File: config.mk
export PLATFORM = sky130hd
export DESIGN_NAME = bbd_interp
export DESIGN_NICKNAME = d
export VERILOG_FILES = /design/src/hdl/bbd_pkg.sv /design/src/hdl/bbd_interp.sv
export SDC_FILE = /design/constraint.sdc
export NUM_CORES = 1
export LEC_CHECK = 0
export ABC_AREA = 1
export BUFFER_PORTS_ARGS = -buffer_cell sky130_fd_sc_hd__buf_2
export CORE_ASPECT_RATIO = 0.6
export CORE_MARGIN = 1
export CORE_UTILIZATION = 40
export DETAILED_ROUTE_END_ITERATION = 7
export PLACE_DENSITY = 0.78
export SLEW_MARGIN = 20
export SYNTH_ARGS = -nofsm -noshare
export SYNTH_HDL_FRONTEND = slang
export SYNTH_SLANG_ARGS = --single-unit
export TNS_END_PERCENT = 100
File: constraint.sdc
create_clock -name vclk -period 3.2
set_input_delay 0.16 -clock vclk [all_inputs]
set_output_delay 0.16 -clock vclk [all_outputs]
set_load 0.01 [all_outputs]
File: src/hdl/bbd_pkg.sv
// ----------------------------------------------------------------------------
// bbd_pkg
// Shared types and constants of the bilinear Bayer demosaic block.
// ----------------------------------------------------------------------------
package bbd_pkg;

   localparam int ROW_BITS       = 16;
   localparam int COL_BITS       = 12;
   localparam int WIDTH_REG_BITS = 13;
   localparam int CSR_DATA_BITS  = 16;
   localparam int CSR_INDEX_BITS = 1;

   localparam logic [CSR_INDEX_BITS-1:0] CSR_IMAGE_WIDTH  = 1'd0;
   localparam logic [CSR_INDEX_BITS-1:0] CSR_IMAGE_HEIGHT = 1'd1;

   localparam logic [WIDTH_REG_BITS-1:0] WIDTH_RESET  = 13'd640;
   localparam logic [ROW_BITS-1:0]       HEIGHT_RESET = 16'd480;

   // colour site of the window centre
   typedef enum logic [1:0] {
      SITE_GR = 2'd0,   // green on a red row
      SITE_R  = 2'd1,
      SITE_B  = 2'd2,
      SITE_GB = 2'd3    // green on a blue row
   } site_type;

   // per-pixel control from the position stage
   typedef struct packed {
      logic emit;       // window centre is interior
      logic last;       // last interior pixel of the frame
   } pos_flags_type;

endpackage

File: src/hdl/bbd_interp.sv
// ----------------------------------------------------------------------------
// bbd_interp
// Bilinear interpolation of one 3x3 window: own sample plus truncated
// averages of two or four neighbours, chosen by colour site.
// ----------------------------------------------------------------------------
module bbd_interp
   import bbd_pkg::*;
#(
   parameter int SAMPLE_BITS = 8
) (
   // column-major taps: m00 m10 m20 m01 m11 m21 m02 m12 m22 (row, col)
   input  logic [8:0][SAMPLE_BITS-1:0] taps,
   input  site_type                    site,
   output logic [SAMPLE_BITS-1:0]      red,
   output logic [SAMPLE_BITS-1:0]      green,
   output logic [SAMPLE_BITS-1:0]      blue
);

   localparam int S = SAMPLE_BITS;

   logic [S:0]   sum_hor, sum_ver;
   logic [S+1:0] sum_crs, sum_dia;
   logic [S-1:0] ctr, hor, ver, crs, dia;

   always_comb begin
      sum_hor = {1'b0, taps[1]} + {1'b0, taps[7]};
      sum_ver = {1'b0, taps[3]} + {1'b0, taps[5]};
      sum_crs = {1'b0, sum_hor} + {1'b0, sum_ver};
      sum_dia = (S+2)'(taps[0]) + (S+2)'(taps[6]) + (S+2)'(taps[2]) + (S+2)'(taps[8]);
      ctr     = taps[4];
      hor     = sum_hor[S:1];
      ver     = sum_ver[S:1];
      crs     = sum_crs[S+1:2];
      dia     = sum_dia[S+1:2];
   end

   always_comb begin
      unique case (site)
         SITE_GR: begin
            green = ctr; red = hor; blue = ver;
         end
         SITE_R: begin
            red = ctr; green = crs; blue = dia;
         end
         SITE_B: begin
            blue = ctr; green = crs; red = dia;
         end
         SITE_GB: begin
            green = ctr; red = ver; blue = hor;
         end
         default: begin
            green = ctr; red = ver; blue = hor;
         end
      endcase
   end

endmodule

# Word level (Yosys, flattened, before mapping)
# Cells that the tools add are included.
# word_totals
reg_bits	0
inputBits	74
rom_bits	0
memories	0
latchBits	0
ramBits	0
# classes
bitwise_logic	0
n_eq_ne	3
div	0
shifts	0
n_reduce_logical	3
multipliers	0
mux	3
n_lt_le_gt_ge	0
n_addsub	6
# op_table
cell	n
8-bit one-hot mux with 4 select lines	2
8-bit by 8-bit adder with 9-bit output	3
8-bit one-hot mux with 2 select lines	1
10-bit by 8-bit adder with 10-bit output	1
9-bit by 8-bit adder with 10-bit output	1
9-bit by 9-bit adder with 10-bit output	1
2-bit == test (second input constant)	2
2-bit OR reduction	2
2-bit by 1-bit == test with 1-bit output (second input constant)	1
2-bit zero test	1

# Longest topological paths before layout
# depth
depth_word	4
depth_mapped	18
ltp_nobuf	18

# Worst setup path before layout
# OpenSTA, ideal clock, no wires.
# synth_path
path_kind	input-to-output
startpoint	input port taps[1] (netlist bit)
endpoint	output port red[3]
arrival_ns	2.386
required_ns	3.040
path_stages	14
path_slack_ns	0.654
path_cell_list	inv_1 fa_1 inv_1 fa_1 nand2_1 nor2_1 fa_1 nand3_1 nand3_1 xor2_1 nand2_1 nand2_1 nor2_1 nor2_1
# synth_via
elab_chain_len	4
# synth_rtl
element	line_no	rtl
from (decl)	bbd_interp.sv:12	input logic [8:0][SAMPLE_BITS-1:0] taps,
8-bit by 8-bit adder with 9-bit output	bbd_interp.sv:29	sum_dia = (S+2)'(taps[0]) + (S+2)'(taps[6]) + (S+2)'(taps[2]) + (S+2)'(taps[8]);
9-bit by 8-bit adder with 10-bit output	bbd_interp.sv:29	
10-bit by 8-bit adder with 10-bit output	bbd_interp.sv:29	
8-bit one-hot mux with 4 select lines	bbd_interp.sv:38	unique case (site)
to (decl)	bbd_interp.sv:14	output logic [SAMPLE_BITS-1:0] red,
# Every way passes these cells.

# Worst setup path after layout
# Same ends and word-level chain as after synthesis.

==> run summary <==
Post-synth cell types: 27
Std cell rows: 21
Slowest Stage Delay on Critical Path: 530 ps
Port Buf Inserts: 98
Setup violators final: 0
HP Class: in2out
WP data arrival: 2800 ps
Layout area overhead: 22.04%
Unrepaired setup endpoints after global routing: no
Leak: 2.021 nW
Power density over the cells: 336.2 nW/um^2
# hold bufs at CTS: 0
Max cap viols: 0
Commonest non-fill, non-tap cell in the layout: nand2_1
Vias/cell: 4.741
Drt wl/cell: 11.25 um
Crit path kind: in2out
Syn Inst Count: 446
Slowest CP cell: fa_1
Fmax: 0.3379 GHz
Fillers: 615
Initial antenna violation count: 0
Die Y: 63.56 um
Register Area: 0 sq um
DIE WIDTH: 104.6 um
Slew Limit Fails: 0
TNS Setup: 0 ps
N_diodes: 0
Nets@finish: 666
Layout cell share with drive strength beyond 1: 0.1955
Vias: 2,925
Status: finished clean
Startpoint Class: primary input
DRC: 0
Max-Slew Margin vs Limit: 0.5582
Starting Density: 0.4331
Yosys synthesis warning count: 0
Clock buffers: 0
Synthesized cell area: 2526 sq um
First-pass GRT wire length: 11,010 um
Post-CTS Repair Setup Buffers: 0
Syn Nets: 573
Ports: 98
Largest net degree at the start of global routing: 26
Worst-path fanout max: 3
Final wirelength: 6939 um
Crit path cell chain: buf_2, inv_1, fa_1, inv_1, fa_1, nand2_1, nor2_2, fa_1, nand3_1, nand3_1, xor2_1, nand2_1, nand2_1, nor2_1, nor2_1, buf_2
Fin crit share: 0.9249
Worst Max-Slew Pin Slew: 662.6 ps
Router iterations before antenna repair: 5
Flip-flop and latch count: 0
Min-Delay Path Depth: 4
Post-DP HPWL: 6104 um
Area after DPL: 3080 sq um
Synthesized area per cell: 5.664 sq um
Most frequent cells in the layout: nand2_1, inv_1, buf_2
Worst EP required: 3040 ps
Vias in the first global route: 2,482
Core Footprint: 5833 sq um
Design Area, Final: 3083 sq um
Final hold violation count: 0
Final min period: 2960 ps
GRT overflow: 0
Final ANT Viol Nets: 0
Die ar.: 6648 sq um
Max VDD drop: 121.7 uV
Gr usage total: 0.2003
Min-Delay Endpoint: green[0]
Register area share after synthesis: 0
Drt initial violations: 223
Crit end category: primary output
Hold Crit Start: taps[32]
Gpl congestion: 0.8851
==> kinds of logic after synthesis <==
group | share of synthesized area
AOI/OAI and AO/OA | 0.1105
xor gates and xnor gates | 0.04111
adders and majority gates | 0.3160
buffers and inverters | 0.1852
and+or+nand+nor | 0.3472
==> critical path: cells and delay by family <==
kind	cells	cell delay (ps)
xor gates and xnor gates	1	210
adders and majority gates	3	1400
buffers and inverters	4	320
and+or+nand+nor	8	700
==> report_power, final <==
part           switching [W]  total, W  internal [W]
Clock                      0         0             0
Sequential                 0         0             0
Combinational       0.000638   0.00104      0.000399
Total               0.000638   0.00104      0.000399
==> cell type report <==
cell class                      instances  area [sq um]  share of cell area
Multi-Input combinational cell        325          2061              0.6684
Timing Repair Buffer                   99         498.0              0.1615
Inverter                              113         424.2              0.1376
Tap cell                               80         100.1             0.03247
==> routing by layer <==
metal	vias to the layer above	part of all wire	global-route usage
li1	1548	-	-
met1	1269	0.51	0.3066
met2	108	0.41	0.3179
met3	0	0.084	0.01863
met4	0	0	0.001761
met5	-	0	0
==> cell usage after synthesis, drive strengths merged <==
| master | instances | area (sq um) |
|---|---|---|
| nor2 | 15 | 56.30 |
| and2 | 1 | 6.260 |
| nand3b | 6 | 45.04 |
| nand4 | 3 | 18.77 |
| o22ai | 1 | 6.260 |
| fa | 18 | 360.4 |
| xnor2 | 1 | 8.760 |
| nand2 | 144 | 545.5 |
| a31oi | 2 | 12.51 |
| ha | 35 | 437.9 |
| a221oi | 2 | 17.52 |
| a21oi | 30 | 150.1 |
| nand3 | 40 | 200.2 |
| buf | 4 | 25.02 |
| nor3 | 1 | 5.000 |
| inv | 113 | 424.2 |
| a21o | 1 | 7.510 |
| a31o | 1 | 8.760 |
| xor2 | 10 | 95.10 |
| a211oi | 1 | 7.510 |
| clkbuf | 4 | 18.77 |
| o21ai | 13 | 68.82 |
==> stage by stage <==
stage / hold WS (ps) / power, W / util / std cells / worst slack [ps]
finish: 645.1 / 0.001037 / 0.5285 / 617 / 240.3
global placement: 635.4 / 0.0009934 / 0.5281 / 617 / 322.0
global route: 692.5 / 0.001171 / 0.5285 / 617 / 78.84
detailed placement: 646.1 / 0.001019 / 0.5281 / 617 / 226.1
floorplan: 443.7 / 0.0007291 / - / 446 / 654.1
CTS: 646.6 / 0.001024 / 0.5281 / 617 / 220.3
==> worst max-delay path by stage <==
stage	slack (ps)	end	depth (start not counted)	start
finish	240	red[3]	16	taps[1]
global route	80	red[3]	16	taps[1]
CTS	220	red[3]	16	taps[1]
detailed placement	230	red[3]	16	taps[1]
global placement	320	red[3]	16	taps[1]
floorplan	650	red[3]	14	taps[1]
==> what timing repair did <==
item                                    CTS  global route
endpoints found under the setup margin    0             1
endpoints found under the hold margin     0             0
resized for setup                         0             1
No activity file was read; power rests on OpenSTA's default activity.
