==> src/hdl/bbd_pkg.sv <==
// ----------------------------------------------------------------------------
// bbd_pkg
// Shared types and constants of the bilinear Bayer demosaic block.
// ----------------------------------------------------------------------------
package bbd_pkg;

   localparam int ROW_BITS       = 16;
   localparam int COL_BITS       = 12;
   localparam int WIDTH_REG_BITS = 13;
   localparam int CSR_DATA_BITS  = 16;
   localparam int CSR_INDEX_BITS = 1;

   localparam logic [CSR_INDEX_BITS-1:0] CSR_IMAGE_WIDTH  = 1'd0;
   localparam logic [CSR_INDEX_BITS-1:0] CSR_IMAGE_HEIGHT = 1'd1;

   localparam logic [WIDTH_REG_BITS-1:0] WIDTH_RESET  = 13'd640;
   localparam logic [ROW_BITS-1:0]       HEIGHT_RESET = 16'd480;

   // colour site of the window centre
   typedef enum logic [1:0] {
      SITE_GR = 2'd0,   // green on a red row
      SITE_R  = 2'd1,
      SITE_B  = 2'd2,
      SITE_GB = 2'd3    // green on a blue row
   } site_type;

   // per-pixel control from the position stage
   typedef struct packed {
      logic emit;       // window centre is interior
      logic last;       // last interior pixel of the frame
   } pos_flags_type;

endpackage

==> src/hdl/bbd_pos.sv <==
// ----------------------------------------------------------------------------
// bbd_pos
// Raster position tracking: clamps the frame size, places each incoming
// sample and flags interior and last-pixel windows.
// ----------------------------------------------------------------------------
module bbd_pos
   import bbd_pkg::*;
#(
   parameter int MAX_WIDTH = 4096
) (
   input  logic                          clock,
   input  logic                          reset,
   input  logic                          accept,
   input  logic                          frame_start,
   input  logic [WIDTH_REG_BITS-1:0]     width_reg,
   input  logic [ROW_BITS-1:0]           height_reg,
   output logic [$clog2(MAX_WIDTH)-1:0]  col,
   output logic [ROW_BITS-1:0]           row,
   output pos_flags_type                 flags
);

   localparam int AW = $clog2(MAX_WIDTH);
   localparam int WW = (AW + 1 > WIDTH_REG_BITS) ? AW + 1 : WIDTH_REG_BITS;

   logic [AW-1:0]       col_ff, col_in;
   logic [ROW_BITS-1:0] row_ff, row_in;
   logic [WW-1:0]       w_eff;
   logic [ROW_BITS-1:0] h_eff;
   logic [AW-1:0]       col_start;
   logic [ROW_BITS:0]   row_start, row_adv, row_nx;
   logic [AW-1:0]       cc;
   logic [ROW_BITS-1:0] rr;
   logic [WW-1:0]       col_nx;

   always_comb begin
      if (WW'(width_reg) < WW'(3)) begin
         w_eff = WW'(3);
      end else if (WW'(width_reg) > WW'(MAX_WIDTH)) begin
         w_eff = WW'(MAX_WIDTH);
      end else begin
         w_eff = WW'(width_reg);
      end
      h_eff = (height_reg < ROW_BITS'(3)) ? ROW_BITS'(3) : height_reg;
   end

   always_comb begin
      col_start = frame_start ? '0 : col_ff;
      row_start = frame_start ? '0 : {1'b0, row_ff};
      // position left past the frame by a register change
      if (WW'(col_start) >= w_eff) begin
         cc      = '0;
         row_adv = row_start + 1'b1;
      end else begin
         cc      = col_start;
         row_adv = row_start;
      end
      rr = (row_adv >= {1'b0, h_eff}) ? '0 : row_adv[ROW_BITS-1:0];

      col_nx = WW'(cc) + 1'b1;
      row_nx = {1'b0, rr} + 1'b1;
      if (col_nx >= w_eff) begin
         col_in = '0;
         row_in = (row_nx >= {1'b0, h_eff}) ? '0 : row_nx[ROW_BITS-1:0];
      end else begin
         col_in = col_nx[AW-1:0];
         row_in = rr;
      end
   end

   always_ff @(posedge clock) begin
      if (reset) begin
         col_ff <= '0;
         row_ff <= '0;
      end else if (accept) begin
         col_ff <= col_in;
         row_ff <= row_in;
      end
   end

   assign col        = cc;
   assign row        = rr;
   assign flags.emit = (rr >= ROW_BITS'(2)) && (cc >= AW'(2));
   assign flags.last = (rr == h_eff - 1'b1) && (WW'(cc) == w_eff - 1'b1);

endmodule

==> config.mk <==
export PLATFORM = sky130hd
export DESIGN_NAME = bbd_pos
export DESIGN_NICKNAME = d
export VERILOG_FILES = /design/src/hdl/bbd_pkg.sv /design/src/hdl/bbd_pos.sv
export SDC_FILE = /design/constraint.sdc
export NUM_CORES = 1
export LEC_CHECK = 0
export ABC_CLOCK_PERIOD_IN_PS = 11700
export BUFFER_PORTS_ARGS = -buffer_cell sky130_fd_sc_hd__buf_2
export CAP_MARGIN = 5
export CORE_MARGIN = 2
export CORE_UTILIZATION = 55
export DETAILED_ROUTE_END_ITERATION = 16
export PLACE_DENSITY = 0.74
export RECOVER_POWER = 50
export SYNTH_ARGS = -nofsm -noshare
export SYNTH_HDL_FRONTEND = slang
export SYNTH_SLANG_ARGS = --single-unit
==> constraint.sdc <==
create_clock -name clock -period 11.7 [get_ports clock]
set_input_delay 1.17 -clock clock [delete_from_list [all_inputs] [get_ports clock]]
set_output_delay 1.17 -clock clock [all_outputs]
set_load 0.02 [all_outputs]
# Word level (Yosys, flattened, before mapping)
# Index checks and enable logic that the tools add are counted.
# W data, S select, Z words.
# op_classes
n_lt_le_gt_ge,9
muxes,11
eq_ne,2
add_sub_neg,5
n_reduce_logical,2
# ops
op,count
$mux W16,5
$mux W12,3
$add A16 B1 Y17 const B,2
$ge A17 B16 Y1,2
$mux W13,2
$mux W17,1
$eq A16 B16 Y1,1
$ge A16 B2 Y1 const B,1
$lt A16 B2 Y1 const B,1
$sub A16 B1 Y16 const B,1
$add A12 B1 Y13 const B,1
$eq A12 B13 Y1,1
$ge A12 B13 Y1,1
$ge A13 B13 Y1,1
$gt A13 B13 Y1 const B,1
$lt A13 B2 Y1 const B,1
$sub A13 B1 Y13 const B,1
$ge A12 B2 Y1 const B,1
$logic_and A1 B1 Y1,2
# word_totals
wordCells,31
regBits,28
output_inout_bits,30
input_bits,33

# Logic depth before layout (Yosys ltp)
# Gate-level depths: netlist of run 1.
# depth
depth_word,11
depth_mapped,42
mapped_depth_nobuf,38

# Least setup slack after synthesis of run 1
# OpenSTA, ideal clock, no wires.
# synth_path
kind,input port to flip-flop
from,input frame_start
to,register row_ff[12]
arrival_ns,9.155
required_ns,11.609
setup_ns,0.091
path_buffers,6
setup_slack_ns,2.454
stages,40
path_cell_list,clkbuf_1 > clkbuf_1 > clkbuf_1 > clkbuf_1 > nor2b_1 > ha_1 > o21ai_0 > a211o_1 > o21bai_1 > a21boi_0 > nor2_1 > or3_1 > xor2_1 > ha_1 > a21oi_1 > nand2_1 > a211oi_1 > o31a_1 > [4 not listed] > ha_1 > and4_1 > nand2_1 > xor2_1 > nor2_1 > ha_1 > a21o_1 > a21o_1 > a21oi_1 > o21ai_0 > a21o_1 > a21oi_1 > o211ai_1 > nor2_1 > o41a_1 > buf_6 > nand3b_1 > a311oi_1
# synth_between
elab_chain_len,9
elab_cells_between_ends,14
cone_classes,add/sub: 3; order compare: 4; mux: 7
# synth_rtl
item,line,rtl
"start, declared",bbd_pos.sv:14,"input logic frame_start,"
$mux W16 / $mux W12 (equally long branches),"bbd_pos.sv:48, bbd_pos.sv:47",
$add A16 B1 Y17 / $ge A12 B13 Y1 (equally long branches),"bbd_pos.sv:52, bbd_pos.sv:50",
$mux W17 *,bbd_pos.sv:50,if (WW'(col_start) >= w_eff) begin
$ge A17 B16 Y1,bbd_pos.sv:57,"rr = (row_adv >= {1'b0, h_eff}) ? '0 : row_adv[ROW_BITS-1:0];"
$mux W16 *,bbd_pos.sv:57,
named net row[0],bbd_pos.sv:18,"output logic [ROW_BITS-1:0] row,"
$add A16 B1 Y17 *,bbd_pos.sv:60,"row_nx = {1'b0, rr} + 1'b1;"
$ge A17 B16 Y1,bbd_pos.sv:63,"row_in = (row_nx >= {1'b0, h_eff}) ? '0 : row_nx[ROW_BITS-1:0];"
$mux W16 *,bbd_pos.sv:63,
$mux W16 *,bbd_pos.sv:61,if (col_nx >= w_eff) begin
"end signal, assigned",bbd_pos.sv:76,row_ff <= row_in;
"end, declared",bbd_pos.sv:26,"logic [ROW_BITS-1:0] row_ff, row_in;"
# The timed path passes the listed nets; every way through them passes the cells marked *.
# A chain may end at the register's enable or synchronous reset.

==> results of run 1 <==
state kept, by name, indices dropped and copies added (netlist names):
register,cells
row_ff,16
col_ff,12
path summary, 6_finish.rpt:
check / from / to / slack, ns
max: width_reg[10] / flags[0] / 0.71
min: col_ff[3]$_SDFFE_PP0P_ / col_ff[3]$_SDFFE_PP0P_ / 0.49
max reg2reg: col_ff[9]$_SDFFE_PP0P_ / row_ff[0]$_SDFFE_PP0P_ / 1.86
min reg2reg: col_ff[3]$_SDFFE_PP0P_ / col_ff[3]$_SDFFE_PP0P_ / 0.49
critical path: cells and delay by family:
| kind | cells | cell delay [ns] |
|---|---|---|
| AOI/OAI and AO/OA | 9 | 2.59 |
| buffers and inverters | 2 | 0.28 |
| xor gates and xnor gates | 1 | 0.63 |
| and+or+nand+nor | 15 | 4.32 |
| adders and majority gates | 3 | 0.82 |
per-stage QoR:
| step | std cells | utilization (%) | hold slack [ns] | total power, mW |
|---|---|---|---|---|
| detailed placement | 910 | 60.98 | 0.4771 | 0.2100 |
| global route | 914 | 61.19 | 0.5215 | 0.2871 |
| global placement | 910 | 60.98 | 0.4683 | 0.2084 |
| finish | 914 | 61.19 | 0.4928 | 0.2730 |
| CTS | 914 | 61.57 | 0.4938 | 0.2707 |
| floorplan | 748 | - | 0.4503 | 0.1773 |
kinds of logic after synthesis:
kind of cell             synth area share, %
AO/OA/AOI/OAI                          21.06
XOR/XNOR                               10.39
adder cells (fa/ha/maj)                14.57
buffers and inverters                  6.251
flip-flops                             10.53
multiplexers                           2.632
AND/OR/NAND/NOR                        34.57
metal layers:
layer	part of all wire, %	routed length, um
met3	10	1743
met5	0	0
met4	1.9	325
met2	41	7065
met1	47	8240
layout make-up:
class                      count  share of cell area [%]
inverter                      44                   2.893
tap                          129                   2.828
clock buffer                   4                  0.9645
multi-input combinational    639                   77.42
timing repair buffer          70                   6.072
sequential                    28                   9.820
report_power, final:
| group | internal [mW] | switching (mW) |
|---|---|---|
| registers | 0.0983 | 0.00382 |
| clock network | 0.0302 | 0.0324 |
| logic | 0.0390 | 0.0692 |
| total | 0.167 | 0.105 |
cells in the final DEF (no fill, tap or decap), types with 7 or more instances in the layout:
cell / count
nand3_1: 39
clkbuf_1: 13
nand4_1: 19
a31oi_1: 10
a21o_1: 11
nor3_1: 32
buf_2: 52
mux2i_1: 9
a211oi_1: 12
xor2_1: 10
nor2_1: 80
or4_1: 7
nor2b_1: 35
nand2_1: 55
ha_1: 62
xnor2_1: 45
and3_1: 8
inv_1: 43
o21ai_0: 24
nand2b_1: 15
a21oi_1: 44
dfxtp_1: 28
nor4_1: 11
==> flow_summary.json, run 1 <==
{
  "cts_max_path_buffers": 2,
  "peakVddDrop_v": 0.00004524,
  "synth-seq-cells": 28,
  "hold_depth": 2,
  "finalNetCount": 881,
  "synth_cells": 748,
  "slowest_stage": "a21boi_0",
  "grt_use_met2_pct": 47.93,
  "worstSkewPairLatency_ns": 0.28,
  "fin_area_sq_mm": 0.005708,
  "first_global_vias": 5122,
  "yosys.area.top_type": "ha_1",
  "crit_top_cell": "nor2_1",
  "hp-class": "reg2reg",
  "rr_worst_depth": 33,
  "fin_crit_sh_pct": 93.92,
  "synthTopCellsByCount": "nor2_1, ha_1, nand2_1, xnor2_1, a21oi_1",
  "rsz0062_at_grt": "false",
  "grt_antenna_before_repair": 0,
  "grt_max_degree": 51,
  "syn_nets": 843,
  "p_leak_nw": 2.475,
  "seq_area_sq_um": 560.5,
  "critPathCaptureType": "primary output",
  "nFillCells": 901,
  "pre_cts_ws_ns": 1.001,
  "postCtsSetupBuffers": 0,
  "cts.repair.resized": 0,
  "arrival_ns": 9.82,
  "slew_viol_final": 0,
  "synthesis.area_sq_mm": 0.005324,
  "setup_viol": 0,
  "grt_util_met3_pct": 3.899,
  "place_congestion": 1.012,
  "critPathLaunchType": "input port",
  "grt_pass1_wl_um": 27460,
  "cts_root_buf": "clkbuf_8",
  "worstMarginPinSlew_ns": 1.212,
  "io_pins": 63,
  "ys_types": 80,
  "ys_async_sr_fraction_pct": 0,
  "multi_input_area_sq_mm": 0.004419,
  "cpPeakStageDelay_ns": 0.75,
  "grt_util_met1_pct": 52.90,
  "fmax_mhz": 91.01,
  "power.density_mw_per_mm2": 47.82,
  "critical_path_class": "in2out",
  "yosysTopAreaCellShare_pct": 14.57,
  "max-slew-margin-rel_pct": 19.21,
  "postSynthAreaPerCell_sq_um": 7.117,
  "wl_um": 17380,
  "die-area_sq_mm": 0.01048,
  "core_sq_mm": 0.009328,
  "synth_edf_count": 0,
  "hold_viol_final": 0,
  "place.port_buffers": 62,
  "yosysWarningCount": 0,
  "drt_first_pass_iters": 5,
  "initial_core_util_pct": 57.08,
  "hpwl_um": 13940,
  "finalSetupTns_ns": 0,
  "drive_gt1_share_pct": 11.72,
  "syn_to_final_growth_pct": 7.215,
  "antenna_cells": 0,
  "grt-busiest-layer": "met1",
  "clk_pin_slew_worst_paths_ns": 0.10,
  "skew_ns": 0.002454,
  "numCtsBuffers": 3,
  "via_per_inst": 6.342,
  "drv_cap": 0,
  "ant_nets": 0,
  "wl_per_cell_um": 19.01,
  "num_rows": 35,
  "hold_buffers": 0,
  "dieHeight_um": 102.4,
  "required_ns": 10.53,
  "synth_flop_cell": "dfxtp_1",
  "yosysSeqAreaShare_pct": 10.53,
  "synth_most_common_cell": "nor2_1",
  "drt-initial-drc-count": 598,
  "drc": 0,
  "status": "finished, final reports clean",
  "clock-sinks": 28,
  "fin_ws_ns": 0.7117,
  "chipWidth_um": 102.4,
  "place_area_sq_mm": 0.005688,
  "cts_tree": "built",
  "htree_levels": 1,
  "crit_fanout": 7,
  "grt_overflow": 0,
  "layout_min_cycle_time_ns": 10.99,
  "synthTopCellsByArea": "ha_1, dfxtp_1, xnor2_1, nor2_1, a21oi_1",
  "grt_usage_pct": 33.29,
  "vias": 5797
}
No activity file was read; power rests on OpenSTA's default activity.
==> run 2: changes to the inputs <==
CORE_UTILIZATION = 45   (was 55)
PLACE_DENSITY = 0.62   (was 0.74)
==> flow_summary.json, run 2 (synthesis results as in run 1) <==
{
  "top_register": "row_ff",
  "first_global_vias": 5724,
  "initial_core_util_pct": 46.43,
  "io_pins": 63,
  "hold_viol_final": 0,
  "top_regs": "row_ff: 16 flops, col_ff: 12 flops",
  "finalNetCount": 877,
  "place_congestion": 0.9701,
  "critPathBufInv": 1,
  "worstMarginPinSlew_ns": 1.001,
  "drive_gt1_share_pct": 11.40,
  "layout_min_cycle_time_ns": 10.68,
  "p_leak_nw": 2.484,
  "power.density_mw_per_mm2": 54.65,
  "htree_levels": 1,
  "numCtsBuffers": 3,
  "grt_pass1_wl_um": 28730,
  "cts.repair.resized": 0,
  "grt_antenna_before_repair": 0,
  "drv_cap": 0,
  "layout_common_cells": "nor2_1, ha_1, nand2_1",
  "postCtsSetupBuffers": 0,
  "hold_buffers": 0,
  "cpPeakStageDelay_ns": 0.65,
  "num_rows": 39,
  "cts_max_path_buffers": 2,
  "crit_fanout": 10,
  "clk_pin_slew_worst_paths_ns": 0.07,
  "drt_first_pass_iters": 6,
  "final_common_cell": "nor2_1",
  "pre_cts_ws_ns": 0.9948,
  "drt-initial-drc-count": 432,
  "slowest_stage": "or4_1",
  "core_sq_mm": 0.01147,
  "critPathLaunchType": "input port",
  "status": "finished, final reports clean",
  "finalSetupTns_ns": 0,
  "vias": 5722,
  "drc": 0,
  "grt_overflow": 0,
  "crit_top_cell": "nor2_1",
  "setup_viol": 0,
  "max-slew-margin-rel_pct": 33.27,
  "fin_crit_sh_pct": 91.31,
  "grt_usage_pct": 27.72,
  "critical_path_class": "in2reg",
  "antenna_cells": 0,
  "arrival_ns": 10.86,
  "via_per_inst": 6.193,
  "die-area_sq_mm": 0.01272,
  "rsz0062_at_grt": "false",
  "post-route-util_pct": 50.14,
  "chipWidth_um": 112.8,
  "hpwl_um": 14290,
  "skew_ns": 0.007323,
  "slew_viol_final": 0,
  "dp.cells": 920,
  "worstSkewPairLatency_ns": 0.27,
  "required_ns": 11.88,
  "grt_max_degree": 51,
  "largest_reg_flops": 16,
  "clock-sinks": 28,
  "crit_family": "simple AND/OR/NAND/NOR gates",
  "cts_tree": "built",
  "dieHeight_um": 112.8,
  "peakVddDrop_v": 0.00004037,
  "hp-class": "reg2reg",
  "cts_root_buf": "clkbuf_16",
  "fin_ws_ns": 1.017,
  "critPathCaptureType": "register",
  "place.port_buffers": 62,
  "fmax_mhz": 93.61,
  "wl_um": 17740,
  "syn_to_final_growth_pct": 7.991,
  "stdcell_count": 924,
  "wl_per_cell_um": 19.20,
  "ant_nets": 0
}
-- run 2: changes by cell type in the layout (fill, tap and decap cells not counted) --
cell       change
clkbuf_8       -4
clkbuf_16      +3
bufinv_16      +1
clkbuf_1       -1
buf_4          -3
-- run 2: worst paths after layout --
kind / start / to / slack, ns / cells past startpoint
max: width_reg[10] / row_ff[13]$_SDFFE_PP0P_ / 1.02 / 38
min: col_ff[5]$_SDFFE_PP0P_ / col_ff[5]$_SDFFE_PP0P_ / 0.49 / 2
max reg2reg: col_ff[9]$_SDFFE_PP0P_ / row_ff[13]$_SDFFE_PP0P_ / 2.18 / 34
min reg2reg: col_ff[5]$_SDFFE_PP0P_ / col_ff[5]$_SDFFE_PP0P_ / 0.49 / 2
-- run 2: where the power goes --
| part | leakage (nW) | switching (mW) | internal (mW) |
|---|---|---|---|
| combinational | 2.20 | 0.0685 | 0.0387 |
| sequential | 0.228 | 0.00372 | 0.0983 |
| clock | 0.0511 | 0.0366 | 0.0683 |
| total | 2.48 | 0.109 | 0.205 |
-- run 2: metrics by stage --
stage                     power (mW)  instance area [sq um]  hold slack (ns)
after global routing          0.3330                   5749           0.5112
after floorplan               0.1773                   5324           0.4503
after detailed placement      0.2100                   5675           0.4762
after global placement        0.2081                   5675           0.4702
final                         0.3142                   5749           0.4917
after CTS                     0.3155                   5781           0.4927
-- run 2: tightest hold or removal path, delay by kind of cell (launching register included) --
| family | cells | cell delay, ns |
|---|---|---|
| AO/OA/AOI/OAI | 1 | 0.05 |
| flip-flops | 1 | 0.33 |
| AND/OR/NAND/NOR | 1 | 0.07 |
-- run 2: routing by layer --
metal	part of all wire [%]	vias up	GRT usage, %
met2	49	229	48.70
li1	-	2762	-
met4	4.7	0	14.15
met1	41	2679	33.68
met3	5.1	52	2.571
met5	0	-	0
-- run 2: cell type report --
type	instances	area, sq um
tap	143	178.9
clock inverter	1	30.03
clock buffer	3	75.07
fill	1200	5718
multi-input combinational	639	4419
inverter	44	165.2
sequential	28	560.5
timing repair buffer	66	320.3
==> run 3: changes to the inputs <==
--- a/constraint.sdc
+++ b/constraint.sdc
@@ -3,2 +3,2 @@
 set_output_delay 1.17 -clock clock [all_outputs]
-set_load 0.02 [all_outputs]
+set_load 0.01 [all_outputs]
==> flow_summary.json, run 3 (synthesis results as in run 1) <==
{
  "status": "finished, final reports clean",
  "syn_to_final_growth_pct": 7.897,
  "drive_gt1_share_pct": 11.40,
  "htree_levels": 1,
  "place.port_buffers": 62,
  "wl_per_cell_um": 19.16,
  "hold_depth": 2,
  "largest_reg_flops": 16,
  "post-route-util_pct": 50.09,
  "io_pins": 63,
  "worstMarginPinSlew_ns": 1.174,
  "initial_core_util_pct": 46.43,
  "ant_nets": 0,
  "slowest_stage": "clkbuf_1",
  "fmax_mhz": 92.29,
  "rr_worst_depth": 32,
  "hold_buffers": 0,
  "layout_common_cells": "nor2_1, ha_1, nand2_1",
  "critPathCaptureType": "register",
  "drt_first_pass_iters": 4,
  "crit_top_cell": "nor2_1",
  "clk_pin_slew_worst_paths_ns": 0.07,
  "wl_um": 17710,
  "peakVddDrop_v": 0.00004467,
  "cts_max_path_buffers": 2,
  "nFillCells": 1178,
  "rsz0062_at_grt": "false",
  "power_uw": 313.9,
  "cts_root_buf": "clkbuf_16",
  "grt_usage_pct": 27.39,
  "required_ns": 11.89,
  "dieHeight_um": 112.8,
  "slew_viol_final": 0,
  "cts_tree": "built",
  "place_congestion": 0.9702,
  "chipWidth_um": 112.8,
  "die-area_sq_mm": 0.01272,
  "grt_antenna_before_repair": 0,
  "num_rows": 39,
  "grt_pass1_wl_um": 28260,
  "pre_cts_ws_ns": 1.157,
  "final_common_cell": "nor2_1",
  "postCtsSetupBuffers": 0,
  "power.density_mw_per_mm2": 54.65,
  "cts.repair.resized": 0,
  "skew_ns": 0.005486,
  "drc": 0,
  "fin_hold_ws_ns": 0.4903,
  "finalSetupTns_ns": 0,
  "layout_min_cycle_time_ns": 10.84,
  "p_leak_nw": 2.485,
  "finalNetCount": 877,
  "top_regs": "row_ff: 16 flops, col_ff: 12 flops",
  "multi_input_area_sq_mm": 0.004419,
  "grt_max_degree": 51,
  "grt_overflow": 0,
  "hpwl_um": 14370,
  "clock-sinks": 28,
  "seq_area_sq_um": 560.5,
  "drt-initial-drc-count": 431,
  "setup_viol": 0,
  "max-slew-margin-rel_pct": 21.71,
  "vias": 5802,
  "cpPeakStageDelay_ns": 0.67,
  "crit_fanout": 18,
  "numCtsBuffers": 3,
  "fin_ws_ns": 0.8646,
  "first_global_vias": 5594,
  "critPathLaunchType": "input port",
  "via_per_inst": 6.279,
  "core_sq_mm": 0.01147,
  "drv_cap": 0,
  "hold_viol_final": 0,
  "arrival_ns": 11.02,
  "hp-class": "reg2reg",
  "worstSkewPairLatency_ns": 0.27,
  "antenna_cells": 0,
  "fin_crit_sh_pct": 92.61,
  "top_register": "row_ff",
  "critical_path_class": "in2reg"
}
## run 3: cell types whose count changed in the layout (fill, tap and decap cells not counted)
cell and change:
buf_2 +2, buf_4 -2
## run 3: final cells by class
class | instances | share of cell area, %
timing repair buffer | 66 | 5.489
tap | 143 | 3.115
inverter | 44 | 2.875
clock inverter | 1 | 0.5228
multi-input combinational | 639 | 76.93
sequential | 28 | 9.758
clock buffer | 3 | 1.307
## run 3: final timing paths
check | start | slack (ns) | endpoint
max | width_reg[10] | 0.86 | row_ff[12]$_SDFFE_PP0P_
min | col_ff[5]$_SDFFE_PP0P_ | 0.49 | col_ff[5]$_SDFFE_PP0P_
max reg2reg | col_ff[3]$_SDFFE_PP0P_ | 2.06 | row_ff[12]$_SDFFE_PP0P_
min reg2reg | col_ff[5]$_SDFFE_PP0P_ | 0.49 | col_ff[5]$_SDFFE_PP0P_
## run 3: per-layer routing
layer	wire length, um	vias up	global-route usage (%)
met5	0	-	0
met4	757	0	12.85
met3	849	48	2.089
met2	8935	226	49.70
met1	7164	2749	32.72
li1	-	2779	-
## run 3: per-stage QoR
step | area [sq um] | std cells
2_1_floorplan | 5324 | 748
3_3_place_gp | 5675 | 920
5_1_grt | 5744 | 924
6_report | 5744 | 924
4_1_cts | 5781 | 924
3_5_place_dp | 5675 | 920
## run 3: power breakdown
part | switching (mW) | internal, mW
Sequential | 0.00395 | 0.0983
Clock | 0.0374 | 0.0684
Combinational | 0.0672 | 0.0388
## run 3: worst max-delay path, delay by kind of cell
kind | cells | cell delay (ns)
buf+inv | 2 | 0.77
fa+ha+maj | 3 | 0.82
xor+xnor | 1 | 0.49
compound gates | 14 | 3.68
simple gates | 16 | 4.05
